`config.mk`:
```
export PLATFORM = sky130hd
export DESIGN_NAME = bank_mapper_with_cycle_irq_top
export DESIGN_NICKNAME = d
export VERILOG_FILES = /design/src/rtl/bmci_pkg.sv /design/src/rtl/bmci_regs.sv /design/src/rtl/bmci_xlate.sv /design/src/rtl/bank_mapper_with_cycle_irq_top.sv
export VERILOG_INCLUDE_DIRS = /design/src /design/src/rtl
export SDC_FILE = /design/constraint.sdc
export NUM_CORES = 1
export LEC_CHECK = 0
export ABC_AREA = 1
export BUFFER_PORTS_ARGS = -buffer_cell sky130_fd_sc_hd__buf_2
export CAP_MARGIN = 20
export CORE_MARGIN = 8
export CORE_UTILIZATION = 40
export CTS_CLUSTER_DIAMETER = 30
export CTS_CLUSTER_SIZE = 28
export DETAILED_ROUTE_END_ITERATION = 10
export GPL_TIMING_DRIVEN = 0
export PLACE_DENSITY_LB_ADDON = 0.2
export SLEW_MARGIN = 20
export SYNTH_ARGS = -nofsm -noshare
export SYNTH_HDL_FRONTEND = slang
export SYNTH_HIERARCHICAL = 1
export SYNTH_SLANG_ARGS = --single-unit
```
`constraint.sdc`:
```
create_clock -name aclk -period 4.3 [get_ports aclk]
set_input_delay 0.215 -clock aclk [delete_from_list [all_inputs] [get_ports aclk]]
set_output_delay 0.215 -clock aclk [all_outputs]
set_load 0.02 [all_outputs]
```
`src/rtl/bank_mapper_with_cycle_irq_top_assert.svh`:
```
// Assertion macros shared by the RTL of the bank mapper.
// Depends on nothing; the modules that assert include it by file name.
`ifndef BANK_MAPPER_WITH_CYCLE_IRQ_TOP_ASSERT_SVH
`define BANK_MAPPER_WITH_CYCLE_IRQ_TOP_ASSERT_SVH

`ifndef SYNTH
`define BMCI_ASSERT(lbl, clk, rstn, prop, msg) \
    lbl: assert property (@(posedge clk) disable iff (!(rstn)) prop) else $error(msg);
`define BMCI_ASSERT_NORST(lbl, clk, prop, msg) \
    lbl: assert property (@(posedge clk) prop) else $error(msg);
`else
`define BMCI_ASSERT(lbl, clk, rstn, prop, msg)
`define BMCI_ASSERT_NORST(lbl, clk, prop, msg)
`endif

`endif

```
`src/rtl/bmci_pkg.sv`:
```
// Types, codes and constants of the bank mapper with cycle interrupt counter.
// Used by every module of the block; depends on nothing.
package bmci_pkg;

    localparam int CHR_SLOTS = 8;
    localparam int PRG_SLOTS = 3;
    localparam int CFG_IDX_W = 2;
    localparam int CFG_DATA_W = 8;

    // Item kinds.
    localparam logic [1:0] FUNC_WRITE = 2'd0;
    localparam logic [1:0] FUNC_TICK  = 2'd1;
    localparam logic [1:0] FUNC_CPU   = 2'd2;
    localparam logic [1:0] FUNC_PPU   = 2'd3;

    // Translation kinds.
    localparam logic [1:0] KIND_ROM     = 2'd0;
    localparam logic [1:0] KIND_RAM_ON  = 2'd1;
    localparam logic [1:0] KIND_RAM_OFF = 2'd2;
    localparam logic [1:0] KIND_OTHER   = 2'd3;

    // Register commands; codes below CMD_WORK select pattern banks.
    localparam logic [3:0] CMD_WORK   = 4'h8;
    localparam logic [3:0] CMD_PRG0   = 4'h9;
    localparam logic [3:0] CMD_PRG1   = 4'hA;
    localparam logic [3:0] CMD_PRG2   = 4'hB;
    localparam logic [3:0] CMD_MIRROR = 4'hC;
    localparam logic [3:0] CMD_IRQ_EN = 4'hD;
    localparam logic [3:0] CMD_CNT_LO = 4'hE;
    localparam logic [3:0] CMD_CNT_HI = 4'hF;

    // Configuration register indexes.
    localparam logic [CFG_IDX_W-1:0] CFG_PRG_MASK = 2'd0;
    localparam logic [CFG_IDX_W-1:0] CFG_CHR_MASK = 2'd1;

    // Address windows, selected by the top three address bits.
    localparam logic [2:0] WIN_PPU_PAT = 3'b000;
    localparam logic [2:0] WIN_WORK    = 3'b011;
    localparam logic [2:0] WIN_CMD     = 3'b100;
    localparam logic [2:0] WIN_DATA    = 3'b101;
    localparam logic [2:0] WIN_FIXED   = 3'b111;

    localparam logic [7:0]  PRG_MASK_RST  = 8'h0F;
    localparam logic [7:0]  CHR_MASK_RST  = 8'hFF;
    localparam logic [7:0]  WORK_CTRL_RST = 8'h40;
    localparam logic [15:0] COUNT_RELOAD  = 16'hFFFF;

    typedef struct packed {
        logic [1:0]  func;
        logic [15:0] addr;
        logic [7:0]  data;
    } in_item_t;

    typedef struct packed {
        logic        irq_line;
        logic [1:0]  mirror_mode;
        logic [1:0]  map_kind;
        logic [20:0] mapped_offset;
    } out_item_t;

    // Bank state seen by the address translation.
    typedef struct packed {
        logic [7:0]                 prg_mask;
        logic [7:0]                 chr_mask;
        logic [CHR_SLOTS-1:0][7:0]  chr_bank;
        logic [PRG_SLOTS-1:0][7:0]  prg_bank;
        logic [7:0]                 work_ctrl;
    } bank_state_t;

    // Interrupt and mirroring status after the current item.
    typedef struct packed {
        logic       irq;
        logic [1:0] mirror;
    } post_status_t;

endpackage

```
`src/rtl/bmci_regs.sv`:
```
// Mapper register file, configuration masks and the cycle interrupt counter.
// Depends on bmci_pkg.
module bmci_regs (
    input  logic                            aclk,
    input  logic                            aresetn,
    input  logic                            item_en,
    input  bmci_pkg::in_item_t              item,
    input  logic                            cfg_wr_en,
    input  logic [bmci_pkg::CFG_IDX_W-1:0]  cfg_index,
    input  logic [bmci_pkg::CFG_DATA_W-1:0] cfg_wdata,
    output bmci_pkg::bank_state_t           bank_state,
    output bmci_pkg::post_status_t          post_status
);
    import bmci_pkg::*;

    logic [7:0]                prg_mask_reg, prg_mask_next;
    logic [7:0]                chr_mask_reg, chr_mask_next;
    logic [3:0]                cmd_reg, cmd_upd, cmd_next;
    logic [CHR_SLOTS-1:0][7:0] chr_reg, chr_upd, chr_next;
    logic [PRG_SLOTS-1:0][7:0] prg_reg, prg_upd, prg_next;
    logic [1:0]                mirror_reg, mirror_upd, mirror_next;
    logic [7:0]                work_reg, work_upd, work_next;
    logic [15:0]               count_reg, count_upd, count_next;
    logic                      en_reg, en_upd, en_next;
    logic                      pend_reg, pend_upd, pend_next;
    logic                      is_load;

    assign is_load = (item.func == FUNC_WRITE) && (item.addr[15:13] == WIN_DATA);

    always_comb begin
        cmd_upd    = cmd_reg;
        chr_upd    = chr_reg;
        prg_upd    = prg_reg;
        mirror_upd = mirror_reg;
        work_upd   = work_reg;
        count_upd  = count_reg;
        en_upd     = en_reg;
        pend_upd   = pend_reg;

        if (item.func == FUNC_WRITE && item.addr[15:13] == WIN_CMD) begin
            cmd_upd = item.data[3:0];
        end

        if (is_load) begin
            unique case (cmd_reg)
                CMD_WORK:   work_upd = item.data;
                CMD_PRG0:   prg_upd[0] = item.data;
                CMD_PRG1:   prg_upd[1] = item.data;
                CMD_PRG2:   prg_upd[2] = item.data;
                CMD_MIRROR: mirror_upd = item.data[1:0];
                CMD_IRQ_EN: begin
                    en_upd = (item.data != 8'd0);
                    // A zero byte also acknowledges a pending interrupt.
                    if (item.data == 8'd0) begin
                        pend_upd = 1'b0;
                    end
                end
                CMD_CNT_LO: count_upd[7:0] = item.data;
                CMD_CNT_HI: count_upd[15:8] = item.data;
                default:    chr_upd[cmd_reg[2:0]] = item.data;
            endcase
        end

        if (item.func == FUNC_TICK && en_reg) begin
            if (count_reg == 16'd0) begin
                pend_upd  = 1'b1;
                en_upd    = 1'b0;
                count_upd = COUNT_RELOAD;
            end else begin
                count_upd = count_reg - 16'd1;
            end
        end
    end

    always_comb begin
        prg_mask_next = prg_mask_reg;
        chr_mask_next = chr_mask_reg;
        if (cfg_wr_en && cfg_index == CFG_PRG_MASK) begin
            prg_mask_next = cfg_wdata;
        end
        if (cfg_wr_en && cfg_index == CFG_CHR_MASK) begin
            chr_mask_next = cfg_wdata;
        end
    end

    assign cmd_next    = item_en ? cmd_upd    : cmd_reg;
    assign chr_next    = item_en ? chr_upd    : chr_reg;
    assign prg_next    = item_en ? prg_upd    : prg_reg;
    assign mirror_next = item_en ? mirror_upd : mirror_reg;
    assign work_next   = item_en ? work_upd   : work_reg;
    assign count_next  = item_en ? count_upd  : count_reg;
    assign en_next     = item_en ? en_upd     : en_reg;
    assign pend_next   = item_en ? pend_upd   : pend_reg;

    always_ff @(posedge aclk) begin
        if (!aresetn) begin
            prg_mask_reg <= PRG_MASK_RST;
            chr_mask_reg <= CHR_MASK_RST;
            cmd_reg      <= 4'd0;
            chr_reg      <= '0;
            prg_reg      <= '0;
            mirror_reg   <= 2'd0;
            work_reg     <= WORK_CTRL_RST;
            count_reg    <= COUNT_RELOAD;
            en_reg       <= 1'b0;
            pend_reg     <= 1'b0;
        end else begin
            prg_mask_reg <= prg_mask_next;
            chr_mask_reg <= chr_mask_next;
            cmd_reg      <= cmd_next;
            chr_reg      <= chr_next;
            prg_reg      <= prg_next;
            mirror_reg   <= mirror_next;
            work_reg     <= work_next;
            count_reg    <= count_next;
            en_reg       <= en_next;
            pend_reg     <= pend_next;
        end
    end

    assign bank_state.prg_mask  = prg_mask_reg;
    assign bank_state.chr_mask  = chr_mask_reg;
    assign bank_state.chr_bank  = chr_reg;
    assign bank_state.prg_bank  = prg_reg;
    assign bank_state.work_ctrl = work_reg;

    assign post_status.irq    = pend_upd;
    assign post_status.mirror = mirror_upd;

endmodule

```
`src/rtl/bmci_xlate.sv`:
```
// CPU and PPU address translation from the current bank registers.
// Depends on bmci_pkg.
module bmci_xlate (
    input  bmci_pkg::in_item_t    item,
    input  bmci_pkg::bank_state_t bank_state,
    output logic [1:0]            map_kind,
    output logic [20:0]           mapped_offset
);
    import bmci_pkg::*;

    logic [2:0] win;
    logic [7:0] cpu_bank;
    logic [7:0] chr_bank;
    logic [1:0] prg_slot;

    assign win      = item.addr[15:13];
    assign prg_slot = 2'(win - WIN_CMD);
    assign chr_bank = bank_state.chr_bank[item.addr[12:10]] & bank_state.chr_mask;

    always_comb begin
        priority if (win == WIN_FIXED) begin
            cpu_bank = bank_state.prg_mask;
        end else if (win[2]) begin
            // Windows 0x8000, 0xA000 and 0xC000 map to the three switchable banks.
            cpu_bank = bank_state.prg_bank[prg_slot] & bank_state.prg_mask;
        end else begin
            cpu_bank = {2'b00, bank_state.work_ctrl[5:0]} & bank_state.prg_mask;
        end
    end

    always_comb begin
        map_kind      = KIND_OTHER;
        mapped_offset = 21'd0;
        unique case (item.func)
            FUNC_CPU: begin
                if (win >= WIN_WORK) begin
                    if (win == WIN_WORK && bank_state.work_ctrl[6]) begin
                        map_kind      = bank_state.work_ctrl[7] ? KIND_RAM_ON : KIND_RAM_OFF;
                        mapped_offset = {8'd0, item.addr[12:0]};
                    end else begin
                        map_kind      = KIND_ROM;
                        mapped_offset = {cpu_bank, item.addr[12:0]};
                    end
                end
            end
            FUNC_PPU: begin
                if (win == WIN_PPU_PAT) begin
                    mapped_offset = {3'd0, chr_bank, item.addr[9:0]};
                end
            end
            default: begin
                map_kind      = KIND_OTHER;
                mapped_offset = 21'd0;
            end
        endcase
    end

endmodule

```
`src/rtl/bank_mapper_with_cycle_irq_top.sv`:
```
// Top level of the bank mapper with cycle interrupt counter.
// Depends on bmci_pkg, bmci_regs, bmci_xlate and the assertion macro header.
//
// Usage:
// - Input channel s_valid/s_ready/s_item carries one item per transfer: a bus
//   write, a CPU cycle tick, a CPU address lookup or a PPU address lookup.
// - Result channel m_valid/m_ready/m_item returns exactly one result per item,
//   in order: the interrupt flag and mirroring after the item, and the lookup's
//   kind and byte offset.
// - cfg_wr_en/cfg_index/cfg_wdata write the bank count masks; index 0 is the
//   program mask, index 1 the pattern mask, other indexes are ignored.
// - An item waits in the input register, where the register file update and
//   translation are done, and its result is registered into the output
//   register and shown on m_item with m_valid high.
// - Throughput is one item per cycle while results are taken; both registers
//   move in every cycle in which the output register is free or drained.
// - Reset clears both valid flags and loads the mapper registers with
//   their power-up values (masks 15 and 255, work area 0x40, count 0xFFFF).
// - When the receiver stalls the result holds, the input register keeps the
//   next item, and s_ready drops once both are full.
`include "bank_mapper_with_cycle_irq_top_assert.svh"

module bank_mapper_with_cycle_irq_top (
    input  logic                            aclk,
    input  logic                            aresetn,
    input  logic                            s_valid,
    output logic                            s_ready,
    input  bmci_pkg::in_item_t              s_item,
    output logic                            m_valid,
    input  logic                            m_ready,
    output bmci_pkg::out_item_t             m_item,
    input  logic                            cfg_wr_en,
    input  logic [bmci_pkg::CFG_IDX_W-1:0]  cfg_index,
    input  logic [bmci_pkg::CFG_DATA_W-1:0] cfg_wdata
);
    import bmci_pkg::*;

    logic         in_vld_reg, in_vld_next;
    in_item_t     in_item_reg, in_item_next;
    logic         out_vld_reg, out_vld_next;
    out_item_t    out_item_reg, out_item_next;
    logic         advance;
    logic         s_xfer;
    bank_state_t  bank_state;
    post_status_t post_status;
    logic [1:0]   map_kind;
    logic [20:0]  mapped_offset;

    // The held item moves on whenever the output register is free or being drained.
    assign advance = in_vld_reg && (!out_vld_reg || m_ready);
    assign s_ready = !in_vld_reg || advance;
    assign s_xfer  = s_valid && s_ready;

    bmci_regs u_regs (
        .aclk        (aclk),
        .aresetn     (aresetn),
        .item_en     (advance),
        .item        (in_item_reg),
        .cfg_wr_en   (cfg_wr_en),
        .cfg_index   (cfg_index),
        .cfg_wdata   (cfg_wdata),
        .bank_state  (bank_state),
        .post_status (post_status)
    );

    bmci_xlate u_xlate (
        .item          (in_item_reg),
        .bank_state    (bank_state),
        .map_kind      (map_kind),
        .mapped_offset (mapped_offset)
    );

    always_comb begin
        in_vld_next   = s_xfer || (in_vld_reg && !advance);
        in_item_next  = s_xfer ? s_item : in_item_reg;
        out_vld_next  = advance || (out_vld_reg && !m_ready);
        out_item_next = out_item_reg;
        if (advance) begin
            out_item_next.irq_line      = post_status.irq;
            out_item_next.mirror_mode   = post_status.mirror;
            out_item_next.map_kind      = map_kind;
            out_item_next.mapped_offset = mapped_offset;
        end
    end

    always_ff @(posedge aclk) begin
        if (!aresetn) begin
            in_vld_reg  <= 1'b0;
            out_vld_reg <= 1'b0;
        end else begin
            in_vld_reg  <= in_vld_next;
            out_vld_reg <= out_vld_next;
        end
    end

    always_ff @(posedge aclk) begin
        in_item_reg  <= in_item_next;
        out_item_reg <= out_item_next;
    end

    assign m_valid = out_vld_reg;
    assign m_item  = out_item_reg;

    `BMCI_ASSERT(a_hold_blocked, aclk, aresetn, in_vld_reg && !advance |=> in_vld_reg && $stable(in_item_reg), "blocked input item was lost or changed")
    `BMCI_ASSERT(a_result_loaded, aclk, aresetn, advance |=> out_vld_reg, "processed item left no result")
    `BMCI_ASSERT(a_irq_from_tick, aclk, aresetn, $rose(m_item.irq_line) && m_valid |-> $past(advance), "interrupt flag changed without a transfer")
    `BMCI_ASSERT(a_kind_nonlookup, aclk, aresetn, advance && in_item_reg.func != FUNC_CPU |=> m_item.map_kind == KIND_OTHER, "non-CPU item returned a program or work area kind")

endmodule

```
# Word-level counts from Yosys, hierarchy flattened
# Cells that the tools add are included.
# totals
inputBits	41
regBits	190
word_cells	125
out_inout_bits	28
# op_classes
n_lt_le_gt_ge	5
add_sub_neg	2
eq_ne	16
reduce_logical	38
n_mux	31
n_bitwise	4
# op_table
cell	n
64-bit bitwise mux	1
8-bit two-way mux	7
16-bit two-way mux	3
21-bit two-way mux	2
21-bit case mux with 2 select lines	1
4-bit equality test (second input constant)	8
8-bit binary-select mux with 3-bit select	1
8-bit demux with 3-bit select	1
3-bit AND reduction	7
18-bit two-way mux	1
8-bit AND	2
8-bit binary-select mux with 2-bit select	1
16-bit zero test	1
16-bit by 1-bit subtractor with 16-bit output (second input constant)	1
1-bit logical AND	11
3-bit equality test (second input constant)	3
1-bit two-way mux	9
6-bit by 8-bit AND with 8-bit output	1
8-bit zero test	1
3-bit by 4-bit < comparator with 1-bit output (second input constant)	2
2-bit two-way mux	4
8-bit nonzero test	1
8-bit OR reduction	1
2-bit nonzero test	3
other kinds (13)	23

# Longest topological paths before layout
# logic_depth
word_depth	9
ltp_mapped	11
depth_no_buf	11

# By module
# The synthesis kept the hierarchy.
# modules_own_cells
module	cells_per_inst	area_per_inst_um2	seq_area_each_um2	n_inst
bmci_regs	808	5677.9	2722.6	1
bank_mapper_with_cycle_irq_top	65	1656.6	1601.5	1
bmci_xlate	303	1293.7	0.0	1

# Worst setup path before layout
# No wires, ideal clock.
# synth_timing
kind	register -> register
startpoint	register out_vld_reg, in the netlist m_valid
endpoint	register u_regs.count_reg[11]
arrival_time_ns	3.025
stages_incl_launch_ff	9
setup_ns	0.117
synth_period_minus_slack_ns	3.141
slack_ns	1.159
cell_sequence	dfxtp_1 > a21oi_1 > clkbuf_2 > buf_1 > nand2_1 > nor2_2 > nand2_1 > a21oi_1 > nand2_1
# synth_via
elab_chain_len	4
# synth_rtl
item	line	rtl
from (decl)	bank_mapper_with_cycle_irq_top.sv:40	logic out_vld_reg, out_vld_next;
from (signal assigned)	bank_mapper_with_cycle_irq_top.sv:92	out_vld_reg <= out_vld_next;
1-bit zero test	bank_mapper_with_cycle_irq_top.sv:50	assign advance = in_vld_reg && (!out_vld_reg || m_ready);
1-bit logical OR	bank_mapper_with_cycle_irq_top.sv:50	
1-bit logical AND	bank_mapper_with_cycle_irq_top.sv:50	
net advance	bank_mapper_with_cycle_irq_top.sv:42	logic advance;
3-bit AND reduction (no source line)	--	
to (signal assigned)	bmci_regs.sv:115	count_reg <= count_next;
to (decl)	bmci_regs.sv:23	logic [15:0] count_reg, count_upd, count_next;
# The timed path passes the listed nets, and every way through them passes these cells.
# A chain may end at the register's enable or synchronous reset.

# Final worst setup path
# layout_timing
startpoint	register in_vld_reg
endpoint	register u_regs.prg_reg (netlist bit u_regs/bank_state[13])
# layout_via
elab_chain_len	2
# layout_rtl
item	line	rtl
from (decl)	bank_mapper_with_cycle_irq_top.sv:38	logic in_vld_reg, in_vld_next;
from (signal assigned)	bank_mapper_with_cycle_irq_top.sv:91	in_vld_reg <= in_vld_next;
1-bit logical AND	bank_mapper_with_cycle_irq_top.sv:50	
net advance	bank_mapper_with_cycle_irq_top.sv:42	
3-bit AND reduction (no source line)	--	
to (signal assigned)	bmci_regs.sv:112	prg_reg <= prg_next;
to (decl)	bmci_regs.sv:20	logic [PRG_SLOTS-1:0][7:0] prg_reg, prg_upd, prg_next;
# The timed path passes the listed nets, and every way through them passes these cells.

==> summary.md <==
| Metric | Value |
|---|---|
| I/O Pins | `69` |
| Final TNS setup | `0 ns` |
| Initial Util | `0.4092` |
| Max_slew headroom | `0.4390` |
| Final setup fails | `0` |
| Layout Nets | `1336` |
| Routed Antenna Nets | `0` |
| Cell count after synthesis | `1176` |
| Reg-to-reg startpoint | `in_vld_reg` |
| Net Count, Synth | `1219` |
| Max Slew Vio Count | `0` |
| Reg2Reg Depth | `9` |
| Post-DP HPWL | `17.55 mm` |
| Resized Gates After CTS | `0` |
| Remaining global-route overflow | `0` |
| FP Rows | `53` |
| H-tree Lvls | `4` |
| Setup WS post-layout | `1.621 ns` |
| Minimum clock period | `2.679 ns` |
| Synth-to-layout area growth | `18.45%` |
| Clock Power Share | `0.420` |
| Worst R2R Setup Slack | `1.62 ns` |
| DRC | `0` |
| ANT cells | `0` |
| Cell accounting for the most synthesized area | `dfxtp_1` |
| Worst Hold Depth | `3` |
| Cell area after layout | `0.01022 mm²` |
| Maximum vdd drop | `235.2 µV` |
| Vias in the first global route | `7358` |
| TritonCTS clock tree | `yes` |
| Via total after detailed routing | `7834` |
| CTS Buf Count | `17` |
| CP Max Fanout | `16` |
| Comb power frac | `0.075` |
| Final Non-Filler Cells | `1581` |
| Max reg flops | `88` |
| Critical path arrival | `3.00 ns` |
| CP Capture Type | `flop` |
| Sequential element share of the synthesized area | `0.5012` |
| Overall Power | `3763 µW` |
| Share of cells above drive strength 1 | `0.1217` |
| NetSw | `947.8 µW` |
| Top post-synthesis cells by area | `dfxtp_1, edfxtp_1, nand2_1, a21oi_1, nand3_1` |
| Worst Path Buf+Inv | `5` |
| GPL Wtd Cong | `0.8756` |
| Chip width | `162.9 µm` |
| Dpl cells | `1520` |
| CTS Root Cell | `clkbuf_16` |
| Clk_lat worst skew | `0.44 ns` |
| Crit path from | `in_vld_reg` |
| CORE AREA | `0.02109 mm²` |
| Gr usage total | `0.1875` |
| Clock sink count | `190` |
| Worst stage delay on the critical path | `0.50 ns` |
| CP Cell Sequence | `inv_1, a21oi_4, buf_16, clkbuf_2, buf_1, nand3_1, buf_2, o21ai_0, a21oi_1` |
| Seq pwr share | `0.505` |
| Final worst path period share | `0.6230` |
| Worst-margin pin slew | `0.8350 ns` |
| Startpoint types | `flop` |
| Post-CTS Setup Inserts | `0` |
| Unrepaired setup endpoints after global routing | `no` |
| HP Class | `primary input to flop` |
| DP Worst Slack | `1.629 ns` |
| Pin count of the biggest net entering global routing | `27` |
| FMAX | `0.3733 GHz` |
| Clk slew on worst S/H paths | `0.07 ns` |
| Top delay family on crit path | `buffers and inverters` |
| Drt initial violations | `639` |
| Critical path class | `flop to flop` |
| Outcome | `completed` |
| Die outline area | `0.02653 mm²` |
| Synthesized cell area | `0.008628 mm²` |
| Synth top area share | `0.3202` |
| Drt first pass iters | `5` |
| Vias/cell | `4.955` |
| Hold Path Origin | `cfg_wdata[2]` |
| CTS Hold Buffers Added | `29` |
| WHS Endpoint | `u_regs/chr_mask_reg[2]` |
| Max-Cap Viols | `0` |
| Area after DPL | `0.009351 mm²` |
| Clk buf depth | `2` |
| Critical Path RT | `4.62 ns` |
| Int Pwr | `2815 µW` |
| PwrDens | `368.2 mW/mm²` |
| Average routed wire per standard cell | `15.88 µm` |
| Global-route wire length before repair | `39.19 mm` |
| I/O Buffers | `68` |
| YS warnings | `6` |
| Die H | `162.9 µm` |
| R2r endpoint | `u_regs/bank_state[13]` |
| CP max stage cell | `a21oi_4` |
| Sw frac | `0.2519` |
| Hold Fails Final Rpt | `0` |
| Leak | `0.004128 µW` |
| Synth unique cells | `32` |
| Antenna violations before repair | `0` |
| Synth Register Bits | `190` |
| Final wirelength | `25.10 mm` |
| Setup Skew | `0.01257 ns` |
| Avg Synthesized Cell Area | `7.337 µm²` |
-- cell families after synthesis --
logic type,after synthesis,share of synthesized area
AOI/OAI and AO/OA,199,0.1188
xor gates and xnor gates,1,0.001015
adders and majority gates,2,0.002900
buffers and inverters,186,0.08454
DFF,190,0.5012
and+or+nand+nor,598,0.2916
-- cells in the mapped netlist --
master    count
clkbuf_2      1
ha_1          2
nor2_4        8
nor3_1        5
clkinv_4      1
nor2_1       96
nand3_2       1
nand4_1       1
nand2_2       2
dfxtp_1     138
inv_1       124
o21a_1        1
o211ai_1      3
clkbuf_1     26
nand2_1     377
inv_2        14
a21oi_1     122
buf_4         1
xnor2_1       1
edfxtp_1     52
o21ai_0      66
a21oi_2       2
nand3_4       1
buf_2        17
nand2_4       1
o21ai_4       1
nand3_1      94
nand3b_1      6
o21ai_1       4
nand4_4       1
buf_1         2
nor2_2        5
-- layout by cell type, fill, tap and decap left out, drive strengths merged, types with 2 or more instances in the layout --
master         n
a21oi        124
nand3         96
dlygate4sd3   29
ha             2
nand4          2
nand2        380
clkinv         5
buf           89
nand3b         6
o211ai         3
edfxtp        52
o21ai         71
nor3           5
nor2         109
clkbuf        46
inv          146
dfxtp        138
-- how the worst max path moves through the flow --
stage                            endpoint  slack (ns)  depth (start not counted)
floorplan            u_regs/count_reg[11]        1.16                          8
global placement     u_regs/count_reg[11]       -0.20                          9
detailed placement  u_regs/bank_state[21]        1.63                          9
CTS                 u_regs/bank_state[21]        1.62                          9
global route        u_regs/bank_state[13]        1.36                          9
finish              u_regs/bank_state[13]        1.62                          9
-- worst register-to-register path, delay by kind of cell (launching register included) --
| kind | cells | cell delay [ns] |
|---|---|---|
| AOI/OAI and AO/OA | 3 | 0.73 |
| buffers and inverters | 5 | 1.20 |
| DFF | 1 | 0.34 |
| and+or+nand+nor | 1 | 0.30 |
-- cell type report --
| class | instances | area [µm²] |
|---|---|---|
| clock buffers | 19 | 455.4 |
| inverters | 139 | 526.8 |
| flip-flops and latches | 190 | 4324 |
| clock inverters | 13 | 122.6 |
| well taps | 275 | 344.1 |
| plain buffers | 47 | 202.7 |
| multi-input cells | 800 | 3586 |
| fillers | 2160 | 10870 |
| repair buffers | 98 | 658.1 |
-- routing by layer --
layer  up-vias  share of wire  track usage
li1       3985              -            -
met3        32          0.052      0.03539
met4         0          0.017      0.05088
met1      3596           0.46       0.2457
met2       221           0.47       0.3106
met5         -              0            0
-- metrics by stage --
stage | hold slack, ns | utilization
after floorplan | 0.3139 | -
final | 0.01395 | 0.4846
after detailed placement | 0.3931 | 0.4435
after CTS | 0.004206 | 0.4846
after global placement | 0.3912 | 0.4416
after global routing | 0.01422 | 0.4846
-- power groups by stage --
stage	registers [µW]	clock network, µW	logic, µW
global route	1910	1680	309
CTS	1900	1610	281
floorplan	1950	0	140
detailed placement	1940	0	258
finish	1900	1580	282
global placement	1940	0	253
No activity file was read; power rests on OpenSTA's default activity.
